`src/design/dre_pkg.sv`:
```
// ----------------------------------------------------------------------------
// DNS resolver entry engine package
// Shared types and codes for the slot table and the response parser.
// ----------------------------------------------------------------------------
package dre_pkg;

   typedef enum logic [1:0] {
      FUNC_TICK  = 2'd0,
      FUNC_BYTE  = 2'd1,
      FUNC_QUERY = 2'd2,
      FUNC_NONE  = 2'd3
   } func_type;

   typedef enum logic [2:0] {
      KIND_ALLOC   = 3'd0,
      KIND_SEND    = 3'd1,
      KIND_FAILED  = 3'd2,
      KIND_ADDR    = 3'd3,
      KIND_NOADDR  = 3'd4,
      KIND_IGNORED = 3'd5
   } kind_type;

   typedef enum logic [2:0] {
      ST_UNUSED = 3'd0,
      ST_NEW    = 3'd1,
      ST_ASKING = 3'd2,
      ST_DONE   = 3'd3,
      ST_ERROR  = 3'd4
   } slot_state_type;

   typedef struct packed {
      logic       valid;
      kind_type   kind;
      logic [4:0] slot;
      logic [31:0] ip_address;
      logic [3:0] server_error;
   } result_type;

   localparam logic [7:0] RETRY_RESET = 8'd8;

   // most results one tick may produce
   localparam logic [2:0] TICK_MAX_RESULTS = 3'd5;

endpackage

```
`src/design/dre_parser.sv`:
```
// ----------------------------------------------------------------------------
// DNS response parser
// Walks one response byte per call: header, question, answer records.
// Reports the matched slot ID and at most one result per packet.
// ----------------------------------------------------------------------------
module dre_parser
   import dre_pkg::*;
#(
   parameter int SLOTS = 4
) (
   input  logic              clock,
   input  logic              reset,
   input  logic              byte_en,
   input  logic [7:0]        data_byte,
   input  logic              last_byte,
   input  slot_state_type    id_state,     // state of the slot named by the ID
   output logic [15:0]       id_value,
   output logic              id_done_we,   // set matched slot done
   output logic              id_err_we,    // set matched slot error
   output result_type        result
);

   typedef enum logic [3:0] {
      PH_HEADER, PH_QLEN, PH_QSKIP, PH_QPTR, PH_QTAIL, PH_ALEN,
      PH_ASKIP, PH_APTR, PH_AFIXED, PH_ADATA, PH_AIP, PH_DRAIN
   } phase_type;

   phase_type   phase_ff, phase_in;
   logic [15:0] pos_ff, pos_in;
   logic [15:0] skip_ff, skip_in;
   logic [7:0]  left_ff, left_in;
   logic        match_ff, match_in;
   logic [4:0]  mslot_ff, mslot_in;
   logic [63:0] fields_ff, fields_in;

   logic [15:0] skip_dec;
   logic        skip_zero;
   logic [3:0]  k;
   logic [15:0] typ, cls, len;
   logic [63:0] af;

   assign id_value = fields_ff[15:0];
   assign skip_dec = (skip_ff != 16'd0) ? skip_ff - 16'd1 : 16'd0;
   assign skip_zero = (skip_dec == 16'd0);
   assign k = 4'd10 - ((skip_ff > 16'd10) ? 4'd10 : skip_ff[3:0]);

   always_comb begin
      phase_in  = phase_ff;
      pos_in    = pos_ff;
      skip_in   = skip_ff;
      left_in   = left_ff;
      match_in  = match_ff;
      mslot_in  = mslot_ff;
      fields_in = fields_ff;
      id_done_we = 1'b0;
      id_err_we  = 1'b0;
      result = '0;
      af = fields_ff;
      typ = '0; cls = '0; len = '0;
      if (byte_en) begin
         unique case (phase_ff)
            PH_HEADER: begin
               if (pos_ff == 16'd0) begin
                  fields_in = {48'd0, data_byte, 8'd0};
               end else if (pos_ff == 16'd1) begin
                  fields_in = fields_ff | {56'd0, data_byte};
               end else if (pos_ff == 16'd3) begin
                  if (fields_ff[15:0] < 16'(SLOTS) && id_state == ST_ASKING) begin
                     match_in = 1'b1;
                     mslot_in = fields_ff[4:0];
                     if (data_byte[3:0] != 4'd0) begin
                        id_err_we = 1'b1;
                        result = '{1'b1, KIND_FAILED, fields_ff[4:0], 32'd0,
                                   data_byte[3:0]};
                        phase_in = PH_DRAIN;
                     end else begin
                        id_done_we = 1'b1;
                     end
                  end else begin
                     result = '{1'b1, KIND_IGNORED, 5'd0, 32'd0, 4'd0};
                     phase_in = PH_DRAIN;
                  end
               end else if (pos_ff == 16'd6) begin
                  fields_in = fields_ff | {32'd0, data_byte, 24'd0};
               end else if (pos_ff == 16'd7) begin
                  left_in = (fields_ff[31:24] != 8'd0) ? 8'd255 : data_byte;
               end else if (pos_ff == 16'd11) begin
                  phase_in = PH_QLEN;
               end
               if (pos_ff != 16'hffff) pos_in = pos_ff + 16'd1;
            end
            PH_QLEN, PH_ALEN: begin
               if ((data_byte & 8'hc0) != 8'd0) begin
                  phase_in = (phase_ff == PH_ALEN) ? PH_APTR : PH_QPTR;
               end else if (data_byte == 8'd0) begin
                  if (phase_ff == PH_ALEN) begin
                     phase_in = PH_AFIXED; skip_in = 16'd10; fields_in = '0;
                  end else begin
                     phase_in = PH_QTAIL; skip_in = 16'd4;
                  end
               end else begin
                  skip_in = {8'd0, data_byte};
                  phase_in = (phase_ff == PH_ALEN) ? PH_ASKIP : PH_QSKIP;
               end
            end
            PH_QSKIP: begin
               skip_in = skip_dec;
               if (skip_zero) phase_in = PH_QLEN;
            end
            PH_ASKIP: begin
               skip_in = skip_dec;
               if (skip_zero) phase_in = PH_ALEN;
            end
            PH_QPTR: begin
               phase_in = PH_QTAIL; skip_in = 16'd4;
            end
            PH_APTR: begin
               phase_in = PH_AFIXED; skip_in = 16'd10; fields_in = '0;
            end
            PH_QTAIL: begin
               skip_in = skip_dec;
               if (skip_zero) begin
                  if (left_ff == 8'd0) begin
                     result = '{1'b1, KIND_NOADDR, mslot_ff, 32'd0, 4'd0};
                     phase_in = PH_DRAIN;
                  end else begin
                     phase_in = PH_ALEN;
                  end
               end
            end
            PH_AFIXED: begin
               if (k < 4'd4)
                  af = fields_ff | ({56'd0, data_byte} << (6'd8 * (6'd7 - 6'(k))));
               else if (k == 4'd8)
                  af = fields_ff | {48'd0, data_byte, 8'd0};
               else if (k == 4'd9)
                  af = fields_ff | {56'd0, data_byte};
               fields_in = af;
               skip_in = skip_dec;
               typ = af[63:48]; cls = af[47:32]; len = af[15:0];
               if (skip_zero) begin
                  if (typ == 16'd1 && cls == 16'd1 && len == 16'd4) begin
                     phase_in = PH_AIP; skip_in = 16'd4; fields_in = '0;
                  end else if (len == 16'd0) begin
                     left_in = (left_ff != 8'd0) ? left_ff - 8'd1 : 8'd0;
                     if (left_in == 8'd0) begin
                        result = '{1'b1, KIND_NOADDR, mslot_ff, 32'd0, 4'd0};
                        phase_in = PH_DRAIN;
                     end else phase_in = PH_ALEN;
                  end else begin
                     phase_in = PH_ADATA; skip_in = len;
                  end
               end
            end
            PH_ADATA: begin
               skip_in = skip_dec;
               if (skip_zero) begin
                  left_in = (left_ff != 8'd0) ? left_ff - 8'd1 : 8'd0;
                  if (left_in == 8'd0) begin
                     result = '{1'b1, KIND_NOADDR, mslot_ff, 32'd0, 4'd0};
                     phase_in = PH_DRAIN;
                  end else phase_in = PH_ALEN;
               end
            end
            PH_AIP: begin
               fields_in = {32'd0, fields_ff[23:0], data_byte};
               skip_in = skip_dec;
               if (skip_zero) begin
                  result = '{1'b1, KIND_ADDR, mslot_ff, fields_in[31:0], 4'd0};
                  phase_in = PH_DRAIN;
               end
            end
            default: ;
         endcase
         if (last_byte) begin
            if (phase_in != PH_DRAIN && !result.valid) begin
               if (match_in)
                  result = '{1'b1, KIND_NOADDR, mslot_in, 32'd0, 4'd0};
               else
                  result = '{1'b1, KIND_IGNORED, 5'd0, 32'd0, 4'd0};
            end
            phase_in = PH_HEADER; pos_in = '0; skip_in = '0; left_in = '0;
            match_in = 1'b0; fields_in = '0;
         end
      end
   end

   always_ff @(posedge clock) begin
      if (reset) begin
         phase_ff  <= PH_HEADER;
         pos_ff    <= '0;
         skip_ff   <= '0;
         left_ff   <= '0;
         match_ff  <= 1'b0;
         mslot_ff  <= '0;
         fields_ff <= '0;
      end else begin
         phase_ff  <= phase_in;
         pos_ff    <= pos_in;
         skip_ff   <= skip_in;
         left_ff   <= left_in;
         match_ff  <= match_in;
         mslot_ff  <= mslot_in;
         fields_ff <= fields_in;
      end
   end

endmodule

```
`src/design/dns_resolver_entry_engine.sv`:
```
// ----------------------------------------------------------------------------
// DNS resolver entry engine
// Slot table with tick-driven retry timers and a streaming response parser.
// ----------------------------------------------------------------------------
// Usage:
//   req_ carries one transaction per item: tdata = {last_byte, data_byte, func},
//   func at bit 0. rsp_ returns result transactions, tlast set on the final
//   result of one input. The user writes retry_limit (reset 8) over csr_ only
//   while idle; the block does not enforce this. A response byte that yields
//   a result hands it off before the next byte is taken.
//   A query request walks the slot table with one shared compare / decrement
//   unit, one slot per cycle, then allocates the picked slot in S_QSET
//   before its result goes. A tick walks the same way, pausing while a
//   result waits in S_OUT; a failed slot is held until the walk finds the
//   next result or ends, so tlast lands on the final one. A tick gives at
//   most five results.
//   Results are held in a one-entry output register; req_tready stays low
//   while work runs or a result waits, so a stalled receiver backs the
//   whole block up without loss. Synchronous reset empties the slot table,
//   puts the parser in its header phase and drops any pending result.
// ----------------------------------------------------------------------------
module dns_resolver_entry_engine
   import dre_pkg::*;
#(
   parameter int SLOTS = 4
) (
   input  logic        clock,
   input  logic        reset,
   input  logic        req_tvalid,
   output logic        req_tready,
   input  logic [15:0] req_tdata,    // func[1:0], data_byte[9:2], last_byte[10]
   output logic        rsp_tvalid,
   input  logic        rsp_tready,
   output logic [47:0] rsp_tdata,    // kind[2:0], slot[7:3], ip[39:8], err[43:40]
   output logic        rsp_tlast,
   input  logic        csr_valid,
   output logic        csr_ready,
   input  logic [7:0]  csr_wdata
);

   localparam int IW = (SLOTS > 1) ? $clog2(SLOTS) : 1;

   typedef enum logic [2:0] {S_IDLE, S_TICK, S_QUERY, S_QSET, S_OUT} fsm_type;

   fsm_type        st_ff;
   slot_state_type sst_ff [SLOTS];
   logic [7:0]     tmr_ff [SLOTS];
   logic [7:0]     rty_ff [SLOTS];
   logic [7:0]     age_ff [SLOTS];
   logic [7:0]     next_age_ff;
   logic [7:0]     limit_ff;
   logic [IW:0]    idx_ff;       // walk counter, holds SLOTS at the end
   logic [IW-1:0]  pick_ff;
   logic [7:0]     oldest_ff;
   logic           found_ff;
   result_type     res_ff;
   logic           res_last_ff;
   logic           walk_last_ff; // walk done after current result
   logic           pend_ff;      // failure held in res_ff during a tick
   logic [2:0]     cnt_ff;       // failures produced by the current tick

   logic [IW-1:0]  ci;
   logic [7:0]     tdec, rinc, dage;
   logic           ev_hit;
   logic           req_acc;
   func_type       func;
   logic           byte_en;
   logic [15:0]    id_value;
   logic           id_done_we, id_err_we;
   result_type     presult;
   slot_state_type id_state;
   logic [IW-1:0]  id_idx;

   assign func    = func_type'(req_tdata[1:0]);
   assign req_acc = req_tvalid && req_tready;
   assign byte_en = req_acc && func == FUNC_BYTE;
   assign req_tready = (st_ff == S_IDLE);
   assign csr_ready  = 1'b1;
   assign ci   = idx_ff[IW-1:0];
   assign tdec = tmr_ff[ci] - 8'd1;
   assign rinc = rty_ff[ci] + 8'd1;
   assign dage = next_age_ff - age_ff[ci];
   assign ev_hit = (sst_ff[ci] == ST_ASKING && tdec == 8'd0) || sst_ff[ci] == ST_NEW;
   assign id_idx   = id_value[IW-1:0];
   assign id_state = (id_value < 16'(SLOTS)) ? sst_ff[id_idx] : ST_UNUSED;

   assign rsp_tvalid = (st_ff == S_OUT);
   assign rsp_tlast  = res_last_ff;
   assign rsp_tdata  = {4'd0, res_ff.server_error, res_ff.ip_address, res_ff.slot,
                        res_ff.kind};

   dre_parser #(.SLOTS(SLOTS)) u_parser (
      .clock, .reset, .byte_en,
      .data_byte (req_tdata[9:2]),
      .last_byte (req_tdata[10]),
      .id_state, .id_value, .id_done_we, .id_err_we,
      .result    (presult)
   );

   always_ff @(posedge clock) begin
      if (reset) begin
         st_ff        <= S_IDLE;
         next_age_ff  <= '0;
         limit_ff     <= RETRY_RESET;
         idx_ff       <= '0;
         pick_ff      <= '0;
         oldest_ff    <= '0;
         found_ff     <= 1'b0;
         res_last_ff  <= 1'b0;
         walk_last_ff <= 1'b0;
         pend_ff      <= 1'b0;
         cnt_ff       <= '0;
         res_ff       <= '0;
         for (int i = 0; i < SLOTS; i++) begin
            sst_ff[i] <= ST_UNUSED;
            tmr_ff[i] <= '0;
            rty_ff[i] <= '0;
            age_ff[i] <= '0;
         end
      end else begin
         if (csr_valid) limit_ff <= csr_wdata;
         unique case (st_ff)
            S_IDLE: begin
               idx_ff <= '0;
               oldest_ff <= '0;
               pick_ff <= '0;
               found_ff <= 1'b0;
               pend_ff <= 1'b0;
               cnt_ff <= '0;
               if (req_acc) begin
                  unique case (func)
                     FUNC_TICK:  st_ff <= S_TICK;
                     FUNC_QUERY: st_ff <= S_QUERY;
                     FUNC_BYTE: begin
                        if (id_err_we) sst_ff[id_idx] <= ST_ERROR;
                        if (id_done_we) sst_ff[id_idx] <= ST_DONE;
                        if (presult.valid) begin
                           res_ff <= presult;
                           res_last_ff <= 1'b1;
                           walk_last_ff <= 1'b1;
                           st_ff <= S_OUT;
                        end
                     end
                     default: ;
                  endcase
               end
            end
            // one slot per cycle unless a held failure is released; stop at a send, at the result cap or at the end
            S_TICK: begin
               if (idx_ff == (IW+1)'(SLOTS)) begin
                  // release a held failure as the final result of this tick
                  if (pend_ff) begin
                     pend_ff      <= 1'b0;
                     walk_last_ff <= 1'b1;
                     res_last_ff  <= 1'b1;
                     st_ff        <= S_OUT;
                  end else begin
                     st_ff <= S_IDLE;
                  end
               end else if (pend_ff && ev_hit) begin
                  // another result follows: release the held one, revisit this slot
                  pend_ff      <= 1'b0;
                  walk_last_ff <= 1'b0;
                  res_last_ff  <= 1'b0;
                  st_ff        <= S_OUT;
               end else begin
                  idx_ff <= idx_ff + 1'b1;
                  if (sst_ff[ci] == ST_ASKING) begin
                     tmr_ff[ci] <= tdec;
                     if (tdec == 8'd0) begin
                        rty_ff[ci] <= rinc;
                        if (rinc == limit_ff) begin
                           sst_ff[ci] <= ST_ERROR;
                           res_ff <= '{1'b1, KIND_FAILED, 5'(ci), 32'd0, 4'd0};
                           cnt_ff <= cnt_ff + 3'd1;
                           if (cnt_ff == TICK_MAX_RESULTS - 3'd1) begin
                              walk_last_ff <= 1'b1;
                              res_last_ff  <= 1'b1;
                              st_ff        <= S_OUT;
                           end else begin
                              pend_ff <= 1'b1;
                           end
                        end else begin
                           tmr_ff[ci] <= rinc;
                           res_ff <= '{1'b1, KIND_SEND, 5'(ci), 32'd0, 4'd0};
                           walk_last_ff <= 1'b1;
                           res_last_ff  <= 1'b1;
                           st_ff        <= S_OUT;
                        end
                     end
                  end else if (sst_ff[ci] == ST_NEW) begin
                     sst_ff[ci] <= ST_ASKING;
                     tmr_ff[ci] <= 8'd1;
                     rty_ff[ci] <= 8'd0;
                     res_ff <= '{1'b1, KIND_SEND, 5'(ci), 32'd0, 4'd0};
                     walk_last_ff <= 1'b1;
                     res_last_ff  <= 1'b1;
                     st_ff <= S_OUT;
                  end
               end
            end
            // search: first unused, else oldest tag
            S_QUERY: begin
               if (idx_ff == (IW+1)'(SLOTS)) begin
                  st_ff <= S_QSET;
               end else if (sst_ff[ci] == ST_UNUSED) begin
                  pick_ff <= ci;
                  st_ff <= S_QSET;
               end else begin
                  if (dage > oldest_ff) begin
                     oldest_ff <= dage;
                     pick_ff <= ci;
                  end
                  idx_ff <= idx_ff + 1'b1;
               end
            end
            S_QSET: begin
               sst_ff[pick_ff] <= ST_NEW;
               age_ff[pick_ff] <= next_age_ff;
               next_age_ff <= next_age_ff + 8'd1;
               res_ff <= '{1'b1, KIND_ALLOC, 5'(pick_ff), 32'd0, 4'd0};
               res_last_ff  <= 1'b1;
               walk_last_ff <= 1'b1;
               st_ff <= S_OUT;
            end
            S_OUT: begin
               if (rsp_tready) begin
                  // resume the tick walk unless this was its final result
                  st_ff <= walk_last_ff ? S_IDLE : S_TICK;
                  walk_last_ff <= 1'b0;
                  res_last_ff  <= 1'b0;
               end
            end
            default: st_ff <= S_IDLE;
         endcase
      end
   end

endmodule
```
`config.mk`:
```
export PLATFORM = sky130hd
export DESIGN_NAME = dns_resolver_entry_engine
export DESIGN_NICKNAME = d
export VERILOG_FILES = /design/src/design/dre_pkg.sv /design/src/design/dre_parser.sv /design/src/design/dns_resolver_entry_engine.sv
export SDC_FILE = /design/constraint.sdc
export NUM_CORES = 1
export LEC_CHECK = 0
export ABC_CLOCK_PERIOD_IN_PS = 5900
export BUFFER_PORTS_ARGS = -buffer_cell sky130_fd_sc_hd__buf_2
export CELL_PAD_IN_SITES_DETAIL_PLACEMENT = 0
export CELL_PAD_IN_SITES_GLOBAL_PLACEMENT = 2
export CORE_UTILIZATION = 39
export DETAILED_ROUTE_END_ITERATION = 12
export GPL_ROUTABILITY_DRIVEN = 0
export PLACE_DENSITY_LB_ADDON = 0.1
export SLEW_MARGIN = 15
export SYNTH_ARGS = -nofsm -noshare
export SYNTH_HDL_FRONTEND = slang
export SYNTH_SLANG_ARGS = --single-unit
```
`constraint.sdc`:
```
create_clock -name clock -period 5.9 [get_ports clock]
set_input_delay 0.59 -clock clock [delete_from_list [all_inputs] [get_ports clock]]
set_output_delay 0.59 -clock clock [all_outputs]
set_load 0.1 [all_outputs]
```
# --- Yosys cells after proc, flatten, opt, wreduce, memory -nomap -nowiden ---
# Memories as Yosys holds them, arrays and structs flattened. A register that Yosys moved wholly into a read port is not among the register bits.
# Cells that the tools add are included.
# W data, S select, Z words.
totals:
  rom_bits: 0
  wordCells: 444
  out_inout_bits: 52
  memories: 4
  ram_bits: 108
  inputBits: 29
  regBits: 195
  latchBits: 0
memory_table:
  columns: ["memory", "words", "width", "rd", "rd_ports_with_merged_regs", "write_ports", "line", "text"]
  rows:
  - ["age_ff", 4, 8, 1, 1, 4, "dns_resolver_entry_engine.sv:49", "logic [7:0] age_ff [SLOTS];"]
  - ["rty_ff", 4, 8, 1, 1, 4, "dns_resolver_entry_engine.sv:48", "logic [7:0] rty_ff [SLOTS];"]
  - ["tmr_ff", 4, 8, 1, 1, 4, "dns_resolver_entry_engine.sv:47", "logic [7:0] tmr_ff [SLOTS];"]
  - ["sst_ff", 4, 3, 2, 2, 4, "dns_resolver_entry_engine.sv:46", "slot_state_type sst_ff [SLOTS];"]
op_classes:
  div_mod_pow: 0
  n_addsub: 11
  bitwise_logic: 9
  order_cmp: 4
  eq_ne: 74
  mux: 265
  shifts: 1
  n_reduce_logical: 56
  mul: 0
op_table:
  columns: ["op", "count"]
  rows:
  - ["$mux W64", 15]
  - ["$mux W45", 17]
  - ["$mux W44", 8]
  - ["$pmux W64 S5", 1]
  - ["$pmux W45 S5", 1]
  - ["$mux W8", 22]
  - ["$mux W16", 9]
  - ["$pmux W44 S3", 1]
  - ["$mux W4", 25]
  - ["$mux W1", 99]
  - ["$mux W3", 30]
  - ["$pmux W16 S5", 1]
  - ["$or A64 B16 Y64", 1]
  - ["$or A64 B32 Y64", 1]
  - ["$or A64 B64 Y64", 1]
  - ["$or A64 B8 Y64", 1]
  - ["$shl A8 B6 Y64", 1]
  - ["$eq A16 B1 Y1 const B", 3]
  - ["$eq A16 B3 Y1 const B", 3]
  - ["$logic_not A16 Y1", 3]
  - ["$mux W43", 1]
  - ["$mux W42", 1]
  - ["$pmux W4 S10", 1]
  - ["$mux W2", 19]
  - ["other kinds (70)", 155]

# --- Depth between registers and ports, before layout ---
# Gate-level depths: netlist of run 1.
logic_depth:
  ltp_word: 25
  mapped_depth: 22
  depth_no_buf: 19

# --- Hierarchy ---
# Synthesis of run 1 repeated with hierarchy kept, for this count alone.
unflattened:
  hier_cells: 1969
  area_unflattened_um2: 17541.8
modules_own_cells:
  columns: ["mod", "cells_each", "area_per_inst_um2", "seq_area_each_um2", "instances"]
  rows:
  - ["dns_resolver_entry_engine", 946, 9851.9, 4904.7, 1]
  - ["dre_parser", 1023, 7689.9, 2282.2, 1]

# --- Least setup slack after synthesis of run 1 ---
# OpenSTA, ideal clock, no wires.
synth_timing:
  path_kind: "register -> register"
  startpoint: "register st_ff[1]"
  endpoint: "register u_parser.skip_ff[6]"
  stages_incl_launch_ff: 12
  t_arrival_ps: 4900
  path_slack_ps: 939
  period_less_slack_ps: 4961
  setup_ps: 62
  path_buffers: 3
  t_required_ps: 5838
  cell_sequence: "dfxtp_1 clkbuf_1 nor3_1 and3_1 clkbuf_1 o31ai_1 nor3_1 nand2_1 or3_1 clkbuf_1 or3_1 nand3_1"
synth_via:
  elab_chain_cells: 4
synth_rtl:
  columns: ["item", "line", "text"]
  rows:
  - ["from (decl)", "dns_resolver_entry_engine.sv:45", "fsm_type st_ff;"]
  - ["from (signal assigned)", "dns_resolver_entry_engine.sv:229", "st_ff <= walk_last_ff ? S_IDLE : S_TICK;"]
  - ["$logic_not A3 Y1", "dns_resolver_entry_engine.sv:77", "assign req_tready = (st_ff == S_IDLE);"]
  - ["via req_tready", "dns_resolver_entry_engine.sv:30", "output logic req_tready,"]
  - ["$logic_and A1 B1 Y1", "dns_resolver_entry_engine.sv:75", "assign req_acc = req_tvalid && req_tready;"]
  - ["$logic_and A1 B1 Y1", "dns_resolver_entry_engine.sv:76", "assign byte_en = req_acc && func == FUNC_BYTE;"]
  - ["$reduce_and A3 Y1 (no line)", null, null]
  - ["to (signal assigned)", "dre_parser.sv:200", "skip_ff <= skip_in;"]
  - ["to (decl)", "dre_parser.sv:30", "logic [15:0] skip_ff, skip_in;"]
# The timed path passes the listed nets, and every way through them passes these cells.
# A chain may end at the register's enable or synchronous reset.

# --- Worst setup path in the final report of run 1 ---
layout_timing:
  startpoint: "register u_parser.skip_ff[5]"
  endpoint: "register res_ff (netlist bit rsp_tdata[23])"
layout_via:
  elab_chain_cells: 25
  elab_cells_between_ends: 54
  cone_classes: "add/sub: 3; order compare: 2; eq/ne: 7; shift: 1; mux: 32; bitwise: 1; reduce/logical: 8"
layout_rtl:
  columns: ["item", "line", "text"]
  rows:
  - ["$gt A16 B4 Y1", "dre_parser.sv:45", "assign k = 4'd10 - ((skip_ff > 16'd10) ? 4'd10 : skip_ff[3:0]);"]
  - ["$mux W4", "dre_parser.sv:45", null]
  - ["$sub A4 B4 Y4", "dre_parser.sv:45", null]
  - ["$sub A3 B3 Y3 / $eq A4 B4 Y1 (equally long branches)", "dre_parser.sv:133, dre_parser.sv:136", null]
  - ["$shl A8 B6 Y64 / $mux W64 (equally long branches)", "dre_parser.sv:133, dre_parser.sv:136", null]
  - ["$or A64 B64 Y64 / $mux W64 (equally long branches)", "dre_parser.sv:133, dre_parser.sv:134", null]
  - ["$mux W64", "dre_parser.sv:132", "if (k < 4'd4)"]
  - ["$mux W64", "dre_parser.sv:61", "unique case (phase_ff)"]
  - ["(+9 left out)", null, null]
  - ["$logic_and A1 B1 Y1", "dre_parser.sv:176", "if (phase_in != PH_DRAIN && !result.valid) begin"]
  - ["$mux W45", "dre_parser.sv:176", null]
  - ["$mux W45 *", "dre_parser.sv:175", "if (last_byte) begin"]
  - ["$mux W45 *", "dre_parser.sv:60", "if (byte_en) begin"]
  - ["$mux W44", "dns_resolver_entry_engine.sv:137", "if (presult.valid) begin"]
  - ["$mux W44", "dns_resolver_entry_engine.sv:131", "unique case (func)"]
  - ["$mux W44", "dns_resolver_entry_engine.sv:130", "if (req_acc) begin"]
  - ["$pmux W44 S3", "dns_resolver_entry_engine.sv:122", "unique case (st_ff)"]
  - ["to (signal assigned)", "dns_resolver_entry_engine.sv:138", "res_ff <= presult;"]
  - ["to (signal assigned)", "dns_resolver_entry_engine.sv:174", "res_ff <= '{1'b1, KIND_FAILED, 5'(ci), 32'd0, 4'd0};"]
  - ["to (signal assigned)", "dns_resolver_entry_engine.sv:185", "res_ff <= '{1'b1, KIND_SEND, 5'(ci), 32'd0, 4'd0};"]
  - ["to (decl)", "dns_resolver_entry_engine.sv:56", "result_type res_ff;"]
# Mark *: on every way between the ends. The rest lies on a longest branch, timed or not. The select of a mux whose other input is x is not followed.

==> results of run 1 <==
[state kept, by name, indices dropped and copies added, names as in the netlist, 4 cells and up, named ones only]
register	flops
u_parser.fields_ff	64
rsp_tdata	44
age_ff	32
rty_ff	32
tmr_ff	32
u_parser.pos_ff	16
u_parser.skip_ff	16
sst_ff	12
limit_ff	8
next_age_ff	8
oldest_ff	8
u_parser.left_ff	8
u_parser.mslot_ff	5
u_parser.phase_ff	4
[worst max path at each step]
stage               cells after the start                   to           startpoint  slack [ns]
floorplan                              11  u_parser.skip_ff[6]             st_ff[1]        0.94
global placement                       15        rsp_tdata[18]  u_parser.skip_ff[5]        0.67
detailed placement                     15        rsp_tdata[17]  u_parser.skip_ff[5]        0.58
CTS                                    15        rsp_tdata[23]  u_parser.skip_ff[5]        0.56
global route                           15        rsp_tdata[20]  u_parser.skip_ff[5]        0.09
finish                                 15        rsp_tdata[23]  u_parser.skip_ff[5]        0.56
[final cells by class]
type	count	area, sq um
inverter	71	267
clock buffer	40	916
tap	532	666
multi-input combinational	1309	8480
sequential	307	7230
clock inverter	26	359
fill	4010	22600
timing repair buffer	103	601
antenna	1	2.50
[power by group through the flow]
stage	Clock [mW]	Combinational, mW	Sequential [mW]
detailed placement	0	1.22	2.40
global placement	0	1.21	2.39
finish	2.42	1.22	2.35
global route	2.56	1.33	2.36
floorplan	0	0.857	2.43
CTS	2.48	1.23	2.35
[cell families after synthesis]
logic type | Yosys count | share of synthesized area, %
simple gates | 741 | 22.6
compound gates | 423 | 17.6
flops | 307 | 44.1
buf+inv | 178 | 4.40
mux | 52 | 5.41
xor+xnor | 48 | 2.74
fa+ha+maj | 40 | 3.10
other cells | 2 | 0.0458
[routing by layer]
| layer | share of wire, % | vias to the layer above | track usage, % |
|---|---|---|---|
| li1 | - | 6694 | - |
| met1 | 43 | 6697 | 31.0 |
| met2 | 49 | 339 | 41.7 |
| met3 | 4.5 | 88 | 3.14 |
| met4 | 2.6 | 0 | 8.34 |
| met5 | 0 | - | 0 |
[critical path: cells and delay by family (launching register included)]
kind            cells  cell delay, ns
buf+inv             1            0.18
fa+ha+maj           1            0.25
mux                 1            0.38
compound gates      6            2.18
simple gates        6            1.87
flops               1            0.37
[metrics by stage]
stage / hold slack [ns] / worst slack (ns) / std cells
after detailed placement: 0.447 / 0.579 / 2322
after CTS: 0.226 / 0.559 / 2388
after global placement: 0.439 / 0.675 / 2322
after global routing: 0.264 / 0.0894 / 2388
final: 0.259 / 0.563 / 2389
after floorplan: 0.432 / 0.939 / 1794
[placed cells by master (no fill, tap or decap), types with 23 or more instances in the layout]
master	netlist	routed
nor3_1	68	66
xnor2_1	29	29
nor2_1	255	255
buf_2	8	69
nand4_1	27	27
a22oi_1	54	54
nand2_1	139	139
nor4_1	36	36
mux4_2	29	29
clkbuf_16	0	36
nand3_1	36	36
and3_1	36	36
a21oi_1	109	109
o21ai_0	70	69
a22o_1	42	42
buf_4	7	34
and2_1	23	23
dfxtp_1	199	198
or3_1	24	24
inv_1	70	70
ha_1	39	39
edfxtp_1	108	108
==> out/results.ini, run 1 <==
[yosys]
synthArstFlopShare_pct=0
ys_seq_area_share_pct=44.1
synth.most_common_cell=nor2_1
synth_common_cells=255 x nor2_1, 199 x dfxtp_1, 139 x nand2_1
synth_edf_count=108
synth.distinct_cells=97
synth_flop_cell=dfxtp_1
synth_warnings=0
synth_top_area_share_pct=24.3
synth_area_sq_mm=0.0164
avgSynthCellArea_sq_um=9.15
synth.area.top_cells=dfxtp_1 24%, edfxtp_1 20%, nor2_1 5.8%
synth.ff_latch_count=307
yosysTopAreaCell=dfxtp_1
synthCells=1791

[hold_path]
whs_endpoint=limit_ff[4]
hold_class=in -> reg
hp-start=csr_wdata[4]
min_path_cells=3

[grt]
grt_max_degree=67
grt_pass1_wl_mm=81.5
antenna_found_initial=1
track_usage_pct=24.2
grt.overflow.total=0
grt_pass1_vias=13500

[power_and_ir_drop]
switching_share_pct=31.4
total_power_mw=5.99
p_leak_nw=7.00
p_sw_mw=1.88
cellPowerDensity_mw_per_mm2=323
p_comb_share_pct=20.3
seqPwrFrac_pct=39.2
intPower_mw=4.11
ir_drop_mv=0.205
pwr-share-clk_pct=40.5

[routing]
num_vias=13800
viasPerCell=5.78
drc=6
drt_iter0_drc=942
ant_nets=0
detail_route.wl_per_cell_um=21.7
wl_mm=51.7
drtPass1Iterations=12

[timing]
worstMarginPinSlew_ns=1.11
setup_viol=0
fin_skew_ns=0.0236
fin_crit_sh_pct=90.5
fin_tns_setup_ns=0
slew_headroom_pct=25.6
final_hold_viol_count=0
finalMaxSlewViolations=0
rsz0062_at_grt=no
fmax_mhz=187
period_minus_slack_ns=5.34

[die]
die_x_um=207
core.rowCount=74
core_sq_mm=0.0411
die_area_sq_mm=0.0429
start_util_pct=39.9
dieHeight_um=207
ioPinCount=81

[critical_path]
required_ns=6.38
critPathMaxStageDelay_ns=0.90
r2r_start=u_parser.skip_ff[5]
crit_fanout=39
slowest_stage=a21oi_4
regToRegEndpoint=rsp_tdata[23]
crit_arrival_ns=5.82
criticalPathCategory=reg -> reg
critPathLaunchType=flip-flop
cp-end-kind=flip-flop
r2r_cells=15
regToRegSetupSlack_ns=0.56
crit_chain=or4_1 > nor3_2 > nand3_1 > inv_2 > ha_1 > nand2_1 > a21boi_0 > mux2i_1 > o2111ai_1 > a211o_1 > a211oi_1 > or4_4 > nand4bb_2 > a21oi_4 > a22o_1

[clock_network]
post_cts_buffers=0
clockBufferDepth=3
cts_tree=built
htreeDepth=2
cts_root_buf=clkbuf_16
cts-buffers-inserted=36
clkTransAtPathRegs_ns=0.06
cts_hold_buf=0
clk_latency_ns=0.56
cts_resized=0
clkSinkCount=307

[layout]
design_area_sq_mm=0.0185
layout-drive-gt1-share_pct=12.8
postLayoutCoreUtil_pct=45.1
final_nets=1897
area_growth_pct=13.0

[placement]
dpl.hpwl_mm=36.6
dpl_cell_area_sq_mm=0.0172
port_buffers=70

[run_status]
failed_checks=DRC
status=finished with violations

[flow_run]
maxCapViolations=0

Note: power is estimated with default switching activity, not from simulation.
==> run 2: changes to the inputs <==
SYNTH_HIERARCHICAL = 1   (was not set)
==> run 2 against run 1 <==
Compared with the run above: the run now ends clean; first-iteration DRC count rose by 11%; global-route usage is 0.67 points lower; worst hold slack worse by 0.0098 ns; final area grew 6.8%; non-clock buffer count increased by 14; synthesized cell count is 9.9% higher; final cell count is 9.2% higher; critical path depth increased by 5; sequential cell count shrank 2.
==> out/results.ini, run 2 <==
[flow_run]
maxCapViolations=0

[timing]
period_minus_slack_ns=5.36
final_hold_viol_count=0
slew_headroom_pct=37.3
fin_crit_sh_pct=90.8
hold_ws_ns=0.249
fin_tns_setup_ns=0
worstMarginPinSlew_ns=0.933
fmax_mhz=187
fin_skew_ns=0.0207
setup_ws_ns=0.545
rsz0062_at_grt=no
finalMaxSlewViolations=0
setup_viol=0

[layout]
antenna_cells=0
area_growth_pct=12.8
final_nets=2055
final_common_cell=nor2_1
top_register=u_parser/fields_ff
final_cell_mix=228 x nor2_1, 196 x dfxtp_1, 141 x a21oi_1, 108 x edfxtp_1, 105 x o21ai_0
layout-drive-gt1-share_pct=12.9
largest_register_ffs=64
design_area_sq_mm=0.0198
fill_cells=4431

[die]
dieHeight_um=214
die_area_sq_mm=0.0458
start_util_pct=39.6
core_sq_mm=0.0443
die_x_um=214
core.rowCount=77
ioPinCount=81

[clock_network]
cts_tree=built
clockBufferDepth=3
htreeDepth=2
cts_hold_buf=0
cts-buffers-inserted=38
clkSinkCount=305
clkTransAtPathRegs_ns=0.06
cts_root_buf=clkbuf_16
clk_latency_ns=0.56

[yosys]
synthArstFlopShare_pct=0
synth.distinct_cells=101
yosysTopAreaCell=dfxtp_1
synth_top_family_by_area=simple AND/OR/NAND/NOR gates
synth_flop_cell=dfxtp_1
synthAdderAreaFrac_pct=2.90
synth_compound_area_share_pct=19.1
ys_seq_area_share_pct=41.0
synth.ff_latch_count=305
synth.area.top_cells=dfxtp_1 22%, edfxtp_1 18%, nor2_1 4.9%
synth_top_area_share_pct=22.5
synthCells=1969
synth-simple-area-share_pct=23.4
synth_xor_area_share_pct=2.57
synth_common_cells=228 x nor2_1, 197 x dfxtp_1, 142 x a21oi_1
avgSynthCellArea_sq_um=8.91
synth.most_common_cell=nor2_1
synth_area_sq_mm=0.0175
synth_mux_area_share_pct=5.34
synth_warnings=6
synth_edf_count=108

[critical_path]
crit_chain=nor4_2 > nand4_1 > or3_1 > ha_1 > nor4b_2 > a41oi_1 > a2111oi_1 > o221ai_2 > a2111oi_2 > a2111oi_2 > buf_4 > o311ai_4 > nand2_1 > nand3_1 > nor3_1 > a221oi_2 > a21oi_4 > buf_12 > nand2b_1 > a21oi_1
regToRegSetupSlack_ns=0.54
r2r_start=u_parser/skip_ff[15]
crit_arrival_ns=5.84
cp-end-kind=flip-flop
crit_top_cell=a2111oi_2
slowest_stage=or3_1
crit_fanout=44
critPathLaunchType=flip-flop
cp_top_family=compound AO/OA/AOI/OAI gates
r2r_cells=20
crit_buf_inv=2
required_ns=6.39
criticalPathCategory=reg -> reg
critPathMaxStageDelay_ns=0.47
regToRegEndpoint=rsp_tdata[10]

[power_and_ir_drop]
p_leak_nw=7.34
ir_drop_mv=0.208
cellPowerDensity_mw_per_mm2=285
total_power_mw=5.65

[placement]
dpl.hpwl_mm=38.7
dpl_cell_area_sq_mm=0.0184
port_buffers=70
place_ws_ns=0.220

[grt]
grt_pass1_vias=14800
antenna_found_initial=0
track_usage_pct=23.5
grt_max_degree=79
grt_pass1_wl_mm=85.3
grt.overflow.total=0

[routing]
wl_mm=54.4
drc=0
drtPass1Iterations=5
viasPerCell=5.76
num_vias=15000
drt_iter0_drc=1049
ant_nets=0
detail_route.wl_per_cell_um=20.8

[run_status]
status=completed

[hold_path]
whs_endpoint=limit_ff[3]
hp-start=csr_wdata[3]
min_path_cells=2
hold_class=in -> reg

[run 2: changes by cell type in the layout (fill, tap and decap cells not counted), moves of 10 or more]
| cell | before | now |
|---|---|---|
| o2bb2ai_1 | 2 | 16 |
| buf_4 | 34 | 44 |
| a21oi_1 | 109 | 141 |
| a22oi_1 | 54 | 38 |
| nand3_1 | 36 | 79 |
| nor2_1 | 255 | 228 |
| and3_1 | 36 | 17 |
| a22o_1 | 42 | 22 |
| nand2b_1 | 15 | 74 |
| and2_1 | 23 | 56 |
| inv_1 | 70 | 85 |
| nand2_1 | 139 | 101 |
| o21ai_0 | 69 | 105 |
[run 2: logic make-up after synthesis]
logic type | after synthesis
simple gates | 788
compound gates | 498
flops | 305
buf+inv | 230
mux | 56
xor+xnor | 50
fa+ha+maj | 40
other cells | 2
[run 2: area by class of cell]
class                      count  area [sq um]  area share [%]
sequential                   305          7190            36.3
tap                          592           741            3.74
timing repair buffer         117           747            3.78
clock buffer                  58          1180            5.96
clock inverter                12           183           0.923
multi-input combinational   1437          9420            47.6
inverter                      87           327            1.65
[run 2: per-stage QoR]
stage,std cells,utilization [%]
final,2608,44.6
after CTS,2607,44.6
after global placement,2537,41.5
after detailed placement,2537,41.5
after floorplan,1972,-
after global routing,2608,44.6
[run 2: worst max-delay path by stage]
stage | from | to | slack, ns | cells past startpoint
floorplan | u_parser/skip_ff[4] | rsp_tdata[0] | 0.83 | 21
global placement | u_parser/skip_ff[15] | rsp_tdata[3] | 0.32 | 19
detailed placement | u_parser/skip_ff[15] | rsp_tdata[34] | 0.22 | 19
CTS | u_parser/skip_ff[15] | rsp_tdata[37] | 0.17 | 19
global route | u_parser/skip_ff[15] | rsp_tdata[26] | 0.06 | 20
finish | u_parser/skip_ff[15] | rsp_tdata[10] | 0.54 | 20
[run 2: what timing repair did]
action / in CTS / in global routing
resized for setup: 0 / 8
setup endpoints to repair: 0 / 47
buffers inserted: 0 / 1
[run 2: routing by layer]
| metal | vias to the layer above | track usage (%) | routed length, um |
|---|---|---|---|
| met4 | 0 | 9.50 | 1890 |
| li1 | 7197 | - | - |
| met5 | - | 0 | 0 |
| met3 | 117 | 3.36 | 2410 |
| met1 | 7329 | 30.1 | 23900 |
| met2 | 367 | 39.8 | 26200 |
[run 2: where the power goes]
part           leakage, nW  switching, mW  internal, mW
combinational         3.96          0.557         0.284
clock                0.671          0.959          1.56
sequential            2.70         0.0608          2.22
